File: src/rtl/rlte_pkg.sv
// Shared types and constants for the run-length text encoder.
`default_nettype none

package rlte_pkg;

  localparam int          NUM_DIGITS = 5;
  localparam int          DIG_IDX_W  = 3;
  localparam int unsigned DIGIT_CAP  = 99999;
  localparam logic [7:0]  ASCII_ZERO = 8'h30;

  typedef struct packed {
    logic [7:0] in_byte;
    logic       end_of_string;
  } in_t;

  typedef struct packed {
    logic [7:0] out_byte;
    logic       last_of_item;
    logic       string_done;
  } out_t;

  typedef struct packed {
    logic capture;
    logic advance_run;
    logic start_run;
    logic clear_run;
    logic emit_byte;
    logic emit_digit;
    logic mark_item_end;
    logic mark_string_end;
  } rlte_cmd_t;

  typedef struct packed {
    logic close_run;
    logic eos;
    logic digit_last;
    logic out_free;
  } rlte_sts_t;

endpackage

`default_nettype wire

File: src/rtl/rlte_dp.sv
// Datapath: held item, open run (binary and BCD length), digit pointer, output register.
`default_nettype none

module rlte_dp
  import rlte_pkg::*;
#(
  parameter int COUNT_WIDTH = 16
) (
  input  wire            clk,
  input  wire            rst,
  input  wire in_t       item,
  input  wire rlte_cmd_t cmd,
  output rlte_sts_t      sts,
  input  wire            result_ready,
  output logic           result_valid,
  output out_t           result
);

  localparam int LEN_W = (COUNT_WIDTH < 17) ? COUNT_WIDTH : 17;
  localparam logic [63:0] MAX_WIDE = (COUNT_WIDTH < 17) ?
                                     ((64'd1 << COUNT_WIDTH) - 64'd1) : 64'(DIGIT_CAP);
  localparam logic [LEN_W-1:0] MAX_RUN = MAX_WIDE[LEN_W-1:0];

  in_t                  hold;
  logic [7:0]           run_byte;
  logic [LEN_W-1:0]     run_len;
  logic [3:0]           bcd [NUM_DIGITS];
  logic [3:0]           bcd_plus [NUM_DIGITS];
  logic [DIG_IDX_W-1:0] ndig;
  logic [DIG_IDX_W-1:0] ndig_plus;
  logic [DIG_IDX_W-1:0] didx;
  logic                 carry;

  // BCD increment of the run length, and its new digit count
  always_comb begin
    carry     = 1'b1;
    ndig_plus = ndig;
    for (int i = 0; i < NUM_DIGITS; i++) begin
      if (carry) begin
        bcd_plus[i] = (bcd[i] == 4'd9) ? 4'd0 : bcd[i] + 4'd1;
      end else begin
        bcd_plus[i] = bcd[i];
      end
      carry = carry && (bcd[i] == 4'd9);
    end
    for (int i = 0; i < NUM_DIGITS; i++) begin
      if (bcd_plus[i] != 4'd0) begin
        ndig_plus = DIG_IDX_W'(i + 1);
      end
    end
  end

  assign sts.close_run  = (run_len != '0) &&
                          ((hold.in_byte != run_byte) || (run_len >= MAX_RUN));
  assign sts.eos        = hold.end_of_string;
  assign sts.digit_last = (didx == '0);
  assign sts.out_free   = !result_valid || result_ready;

  // run state
  always_ff @(posedge clk) begin
    if (rst || cmd.clear_run) begin
      run_byte <= '0;
      run_len  <= '0;
      ndig     <= '0;
      for (int i = 0; i < NUM_DIGITS; i++) bcd[i] <= '0;
    end else if (cmd.start_run || (cmd.advance_run && run_len == '0)) begin
      run_byte <= hold.in_byte;
      run_len  <= LEN_W'(1);
      ndig     <= DIG_IDX_W'(1);
      bcd[0]   <= 4'd1;
      for (int i = 1; i < NUM_DIGITS; i++) bcd[i] <= '0;
    end else if (cmd.advance_run) begin
      run_len <= run_len + LEN_W'(1);
      ndig    <= ndig_plus;
      for (int i = 0; i < NUM_DIGITS; i++) bcd[i] <= bcd_plus[i];
    end
  end

  always_ff @(posedge clk) begin
    if (rst) begin
      result_valid <= 1'b0;
    end else if (cmd.emit_byte || cmd.emit_digit) begin
      result_valid <= 1'b1;
    end else if (result_ready) begin
      result_valid <= 1'b0;
    end
  end

  // payload registers
  always_ff @(posedge clk) begin
    if (cmd.capture) begin
      hold <= item;
    end
    if (cmd.emit_byte) begin
      result.out_byte     <= run_byte;
      result.last_of_item <= 1'b0;
      result.string_done  <= 1'b0;
      didx                <= ndig - DIG_IDX_W'(1);
    end else if (cmd.emit_digit) begin
      result.out_byte     <= ASCII_ZERO | {4'd0, bcd[didx]};
      result.last_of_item <= cmd.mark_item_end;
      result.string_done  <= cmd.mark_string_end;
      didx                <= didx - DIG_IDX_W'(1);
    end
  end

endmodule

`default_nettype wire

File: src/rtl/rlte_ctrl.sv
// Controller: sequences capture, run update and serialization of a closed run.
`default_nettype none

module rlte_ctrl
  import rlte_pkg::*;
(
  input  wire            clk,
  input  wire            rst,
  input  wire            item_valid,
  output logic           item_ready,
  input  wire rlte_sts_t sts,
  output rlte_cmd_t      cmd
);

  typedef enum logic [1:0] {
    IDLE,
    DECIDE,
    EMIT_BYTE,
    EMIT_DIGIT
  } state_t;

  state_t state;
  logic   final_pass;  // emitting the run that ends the string

  assign item_ready = (state == IDLE);

  always_comb begin
    cmd = '0;
    unique case (state)
      IDLE: begin
        cmd.capture = item_valid;
      end
      DECIDE: begin
        cmd.advance_run = !sts.close_run;
      end
      EMIT_BYTE: begin
        cmd.emit_byte = sts.out_free;
      end
      EMIT_DIGIT: begin
        cmd.emit_digit      = sts.out_free;
        cmd.mark_item_end   = sts.digit_last && (final_pass || !sts.eos);
        cmd.mark_string_end = sts.digit_last && final_pass;
        cmd.clear_run       = sts.out_free && sts.digit_last && final_pass;
        cmd.start_run       = sts.out_free && sts.digit_last && !final_pass;
      end
      default: ;
    endcase
  end

  always_ff @(posedge clk) begin
    if (rst) begin
      state      <= IDLE;
      final_pass <= 1'b0;
    end else begin
      unique case (state)
        IDLE: begin
          if (item_valid) state <= DECIDE;
        end
        DECIDE: begin
          if (sts.close_run) begin
            final_pass <= 1'b0;
            state      <= EMIT_BYTE;
          end else if (sts.eos) begin
            final_pass <= 1'b1;
            state      <= EMIT_BYTE;
          end else begin
            state <= IDLE;
          end
        end
        EMIT_BYTE: begin
          if (sts.out_free) state <= EMIT_DIGIT;
        end
        EMIT_DIGIT: begin
          if (sts.out_free && sts.digit_last) begin
            if (!final_pass && sts.eos) begin
              // old run out; now flush the fresh one-byte run
              final_pass <= 1'b1;
              state      <= EMIT_BYTE;
            end else begin
              state <= IDLE;
            end
          end
        end
        default: state <= IDLE;
      endcase
    end
  end

endmodule

`default_nettype wire

File: src/rtl/run_length_text_encoder.sv
// Top level of the run-length text encoder.
//
// Input channel item/item_valid/item_ready carries one byte of a string per
// beat; end_of_string marks the last byte. Output channel result/
// result_valid/result_ready carries encoded bytes: a run's byte followed by
// the ASCII decimal digits of its length, no leading zeros.
// A byte that extends or starts a run is captured when idle, then updates the
// run in the decide state; item_ready is high only when idle, so a beat
// waits until the last is through. Closing a run sends its bytes (1 + digit
// count, at most 6) through the single output register; a byte that closes
// a run and also ends the string emits two runs back to back. A beat's final
// result may still wait in the output register while the next beat is taken.
// Runs are capped at 2^COUNT_WIDTH-1 (at most 99999); a longer run is split.
// When the receiver stalls, the controller holds its place until the output
// register is free; nothing is dropped. Synchronous reset empties the output
// register, clears the open run and returns the controller to idle.
`default_nettype none

module run_length_text_encoder
  import rlte_pkg::*;
#(
  parameter int COUNT_WIDTH = 16
) (
  input  wire      clk,
  input  wire      rst,
  input  wire      item_valid,
  output logic     item_ready,
  input  wire in_t item,
  output logic     result_valid,
  input  wire      result_ready,
  output out_t     result
);

  rlte_cmd_t cmd;
  rlte_sts_t sts;

  rlte_ctrl u_ctrl (
    .clk        (clk),
    .rst        (rst),
    .item_valid (item_valid),
    .item_ready (item_ready),
    .sts        (sts),
    .cmd        (cmd)
  );

  rlte_dp #(
    .COUNT_WIDTH (COUNT_WIDTH)
  ) u_dp (
    .clk          (clk),
    .rst          (rst),
    .item         (item),
    .cmd          (cmd),
    .sts          (sts),
    .result_ready (result_ready),
    .result_valid (result_valid),
    .result       (result)
  );

endmodule

`default_nettype wire

File: config.mk
export PLATFORM = sky130hd
export DESIGN_NAME = run_length_text_encoder
export DESIGN_NICKNAME = d
export VERILOG_FILES = /design/src/rtl/rlte_pkg.sv /design/src/rtl/rlte_dp.sv /design/src/rtl/rlte_ctrl.sv /design/src/rtl/run_length_text_encoder.sv
export SDC_FILE = /design/constraint.sdc
export NUM_CORES = 1
export LEC_CHECK = 0
export BUFFER_PORTS_ARGS = -buffer_cell sky130_fd_sc_hd__buf_2
export CORE_ASPECT_RATIO = 1.75
export CORE_MARGIN = 2
export CORE_UTILIZATION = 40
export CTS_BUF_LIST = sky130_fd_sc_hd__clkbuf_8 sky130_fd_sc_hd__clkbuf_16
export CTS_CLUSTER_DIAMETER = 100
export DETAILED_ROUTE_END_ITERATION = 7
export HOLD_SLACK_MARGIN = 0.05
export SETUP_SLACK_MARGIN = 0.05
export SYNTH_ARGS = -nofsm -noshare
export SYNTH_HDL_FRONTEND = slang
export SYNTH_HIERARCHICAL = 1
export SYNTH_SLANG_ARGS = --single-unit
File: constraint.sdc
create_clock -name clk -period 3.58 [get_ports clk]
set_input_delay 0.358 -clock clk [delete_from_list [all_inputs] [get_ports clk]]
set_output_delay 0.358 -clock clk [all_outputs]
set_load 0.02 [all_outputs]
=== Word level (Yosys, flattened, before mapping) ===
Memories as Yosys holds them, arrays and structs flattened. A register that Yosys moved wholly into a read port is not among the register bits.
Index checks and enable logic that the tools add are counted.

* Latch bits: 0
* Output and inout port bits: 12
* RAM bits: 20
* Word-level logic and storage cells: 150
* Flip-flop bits (word level): 53
* ROM bits: 0
* Input bits: 13
* Memories kept: 1

{| class="wikitable"
|+ Memories
! name !! words !! width !! read ports !! clocked after memory_dff !! write ports !! line !! text
|-
| u_dp.bcd || 5 || 4 || 6 || 1 || 5 || rlte_dp.sv:27 || <nowiki>logic [3:0] bcd [NUM_DIGITS];</nowiki>
|}

* Add/sub/neg operators: 8
* Bitwise logic cells: 10
* Shifts and indexed selects: 0
* Order comparisons: 1
* Muxes and demuxes: 61
* Divide/modulo/power cells: 0
* Eq/ne operators: 14
* Multipliers: 0
* Reductions and logical operators: 41

{| class="wikitable"
|+ Operator list
! cell !! number
|-
| 4-bit two-way mux || 19
|-
| 3-bit two-way mux || 9
|-
| 1-bit two-way mux || 22
|-
| 4-bit by 1-bit adder with 4-bit output (second input constant) || 5
|-
| 4-bit == test (second input constant) || 5
|-
| 10-bit two-way mux || 2
|-
| 4-bit nonzero test || 5
|-
| 16-bit by 1-bit adder with 16-bit output (second input constant) || 1
|-
| 16-bit greater-or-equal comparator (second input constant) || 1
|-
| 16-bit logical NOT || 1
|-
| 16-bit nonzero test || 1
|-
| 2-bit two-way mux || 7
|-
| 1-bit logical AND || 11
|-
| 1-bit bitwise OR || 10
|-
| 8-bit != test || 1
|-
| 2-bit case mux with 4 select lines || 1
|-
| 2-bit nonzero test || 4
|-
| 1-bit logical OR || 6
|-
| 2-bit by 1-bit != test with 1-bit output (second input constant) || 3
|-
| 6-bit nonzero test || 1
|-
| 3-bit by 1-bit subtractor with 3-bit output (second input constant) || 2
|-
| 5-bit nonzero test || 1
|-
| 2-bit == test (second input constant) || 2
|-
| 1-bit logical NOT || 4
|-
| other kinds (10) || 11
|}

=== Longest topological paths before layout ===
* Depth after elaboration: 12
* Mapped depth: 12
* Mapped depth without buffers: 12

=== Hierarchy ===
Netlist, hierarchy kept.

{| class="wikitable"
|+ Modules (own cells, without submodules)
! module !! cells each !! sequential area each (sq um) !! area an instance (sq um) !! times used
|-
| rlte_dp || 365 || 1861.8 || 3731.1 || 1
|-
| rlte_ctrl || 27 || 60.1 || 225.2 || 1
|}

=== Worst setup path after synthesis ===
No wires, ideal clock.

* Path kind: flip-flop to flip-flop
* Start: register u_dp.run_len[8]
* End: memory u_dp.bcd[3][1], data pin
* Path slack: 1.058 ns
* Required time: 3.442 ns
* Stages on the path, launching flop included: 12
* Arrival time: 2.383 ns
* Buffers on the path: 1
* Period minus slack after synthesis: 2.522 ns
* Library setup time: 0.138 ns
* Cells stage by stage: dfxtp_1 -> and3_1 -> and3_1 -> nand3_1 -> or3_1 -> a31oi_1 -> nor2b_1 -> a21oi_1 -> and2_1 -> nand2_1 -> buf_2 -> nor2_1

{| class="wikitable"
|+ RTL lines
! what !! line !! text
|-
| start: declaration || rlte_dp.sv:26 || <nowiki>logic [LEN_W-1:0] run_len;</nowiki>
|-
| start signal: assignment || rlte_dp.sv:73 || <nowiki>run_len <= run_len + LEN_W'(1);</nowiki>
|-
| end: declaration || rlte_dp.sv:27 ||
|}

==> flow_metrics.tcl <==
set metrics [dict create \
    outcome "complete, no violations" \
    grt_max_degree 20 \
    antennaDiodeCount 0 \
    r2r_start "u_dp/hold[7]$_DFFE_PP_" \
    fin_tns_setup_ps 0 \
    yosys_warnings 6 \
    max_freq_mhz 355 \
    pin_count 25 \
    fin_skew_ps 7.48 \
    setup_viol 0 \
    yosys.area_share.simple_pct 22.3 \
    max-slew-margin-rel_pct 55.8 \
    antenna_found_initial 0 \
    wl_um 8420 \
    end_kind "register" \
    synth-edff-count 40 \
    yosysSeqAreaShare_pct 48.6 \
    area_growth_pct 13.3 \
    most-common-layout-cells "nor2_1 (54), edfxtp_1 (40), dfxtp_1 (36), nand2_1 (30), buf_2 (24)" \
    grt_pass1_vias 2913 \
    synthXorXnorAreaFrac_pct 8.19 \
    maxCapViolations 0 \
    io_buffers 24 \
    grt_pass1_wl_um 14000 \
    wl_per_cell_um 15.5 \
    dieWidth_um 79.2 \
    via_per_inst 5.24 \
    cp_data_required_time_ps 3670 \
    syn-num-nets 408 \
    rsz0062_at_grt "no" \
    yosys.area_share.adder_pct 0.949 \
    path_buf_inv 2 \
    track_usage_pct 17.2 \
    synth.area.mux_share_pct 8.51 \
    whs_ps 184 \
    crit_type "reg -> reg" \
    hold_path_class "in -> reg" \
    crit_top_cell "buf_4" \
    cpPeakStageDelay_ps 600 \
    cts_root_buf "clkbuf_16" \
    whs_endpoint "u_dp/hold[5]$_DFFE_PP_" \
    leakage_nw 1.69 \
    arrival_ps 2910 \
    clk_pin_slew_ps 70 \
    cp_max_fo 19 \
    tightest_slew_ps 657 \
    hold_viol_final 0 \
    cp_slowest_cell "nor4_1" \
    regToRegEndpoint "u_dp/bcd[1][2]$_SDFFCE_PN0P_" \
    firstDrtPassIters 4 \
    ys_seq_elements 76 \
    cts_resized 0 \
    drtIter0Drc 113 \
    synth_top_family_by_area "simple AND/OR/NAND/NOR gates" \
    initial_utilization_pct 40.7 \
    layout_commonest_cell "nor2_1" \
    synth_cells 392 \
    cts_inserted_buffers 9 \
    postCtsSetupRepairBufs 0 \
    die-area_mm2 0.0107 \
    synth-compound-area-share_pct 7.91 \
    nets 430 \
    coreArea_mm2 0.00973 \
    vias 2848 \
    fp.dieH_um 136 \
    cts.sinks 76 \
    peakVddDrop_v 0.000251 \
    rrSetupSlack_ps 760 \
    powerDensity_mw_per_mm2 505 \
    worstRegToRegCells 10 \
    drive_gt1_share_pct 15.8 \
    ys_async_sr_fraction_pct 0 \
    post-route-period-util_pct 78.8 \
    syn_area_mm2 0.00396 \
    cts_tree "yes" \
    drc 0 \
    htree_levels 3 \
    crit_family "simple AND/OR/NAND/NOR gates" \
    clkLatencyLatePin_ps 340 \
    dp_hpwl_um 6220 \
    crit_chain "xor2_1 -> nor4_1 -> a31oi_1 -> nor2b_1 -> buf_4 -> a21oi_1 -> and2_1 -> nand2_1 -> buf_4 -> nor2_1" \
    synth_flop_cell "edfxtp_1" \
    grt_overflow 0 \
    worstHoldStart "item[5]" \
    hold_depth 1 \
    num_rows 48 \
    cts_buffer_depth 2 \
    cp-start-kind "register" \
    postRouteAntennaNets 0 \
    syn_area_per_cell_um2 10.1 \
    slew_violations 0 \
    fin_crit_ps 2820 \
    cts-hold-fix-buffers 0 \
    yosysUniqueCellTypes 58 \
    place.gp.congestion 0.778 \
]
-- through the flow --
step | instance area (um2) | worst slack [ps] | util, % | total power [mW] | cells
after CTS | 4480 | 769 | 46.1 | 2.28 | 544
after global routing | 4480 | 505 | 46.1 | 2.36 | 544
after floorplan | 3960 | 1060 | - | 1.31 | 392
after global placement | 4200 | 838 | 43.1 | 1.40 | 528
final | 4480 | 760 | 46.1 | 2.26 | 544
after detailed placement | 4200 | 813 | 43.1 | 1.40 | 528
-- worst max path at each step --
stage	from	to	slack, ps	cells after the start
after global placement	u_dp/run_len[8]$_SDFFE_PP0P_	u_dp/bcd[0][3]$_SDFFCE_PN0P_	840	10
final	u_dp/hold[7]$_DFFE_PP_	u_dp/bcd[1][2]$_SDFFCE_PN0P_	760	10
after floorplan	u_dp/run_len[8]$_SDFFE_PP0P_	u_dp/bcd[3][1]$_SDFFCE_PN0P_	1060	11
after global routing	u_dp/run_len[8]$_SDFFE_PP0P_	u_dp/run_len[13]$_SDFFE_PP0P_	500	12
after CTS	u_dp/run_len[8]$_SDFFE_PP0P_	u_dp/bcd[0][2]$_SDFFCE_PN0P_	770	10
after detailed placement	u_dp/run_len[8]$_SDFFE_PP0P_	u_dp/bcd[1][2]$_SDFFCE_PN0P_	810	10
-- state kept, by name, indices dropped and copies added (netlist names), 2 cells and up, named ones only --
register / flops
u_dp/didx: 3
u_dp/run_byte: 8
u_dp/result: 10
u_dp/hold: 8
u_dp/ndig: 3
u_ctrl/state: 2
u_dp/run_len: 16
u_dp/bcd: 20
-- synthesized netlist by cell type, drive strengths merged (12+ instances only) --
| cell type | n | share of area, % |
|---|---|---|
| nand2 | 30 | 2.8 |
| o21ai | 18 | 2.4 |
| xor2 | 21 | 4.6 |
| a21oi | 18 | 2.4 |
| nand3 | 14 | 1.8 |
| xnor2 | 16 | 3.5 |
| nor2 | 54 | 5.1 |
| dfxtp | 36 | 18 |
| mux2i | 22 | 5.6 |
| edfxtp | 40 | 30 |
| nor2b | 12 | 1.9 |
-- logic make-up after synthesis --
kind of cell               after synthesis
AOI/OAI and AO/OA                       49
DFF                                     76
and+or+nand+nor                        168
xor gates and xnor gates                37
muxes                                   28
adders and majority gates                3
buffers and inverters                   31
-- report_power, final --
group          switching [mW]  internal [mW]
Sequential             0.0834          0.992
Clock                   0.396          0.480
Combinational           0.168          0.143
Total                   0.647           1.61
-- area by class of cell --
cell class                 instances  area (um2)
fill                             953        5250
tap                              125         156
sequential                        76        1920
timing repair buffer              31         185
multi-input combinational        285        1890
clock buffer                       9         225
inverter                          11        41.3
clock inverter                     7        58.8
-- metal layers --
metal  up-vias  share of wire (%)  global-route usage [%]
met1      1376                 39                    17.1
met4         0                2.7                    8.43
met3        14                2.3                    3.33
met2        28                 56                    33.1
met5         -                  0                       0
li1       1430                  -                       -
No activity file was read; power rests on OpenSTA's default activity.
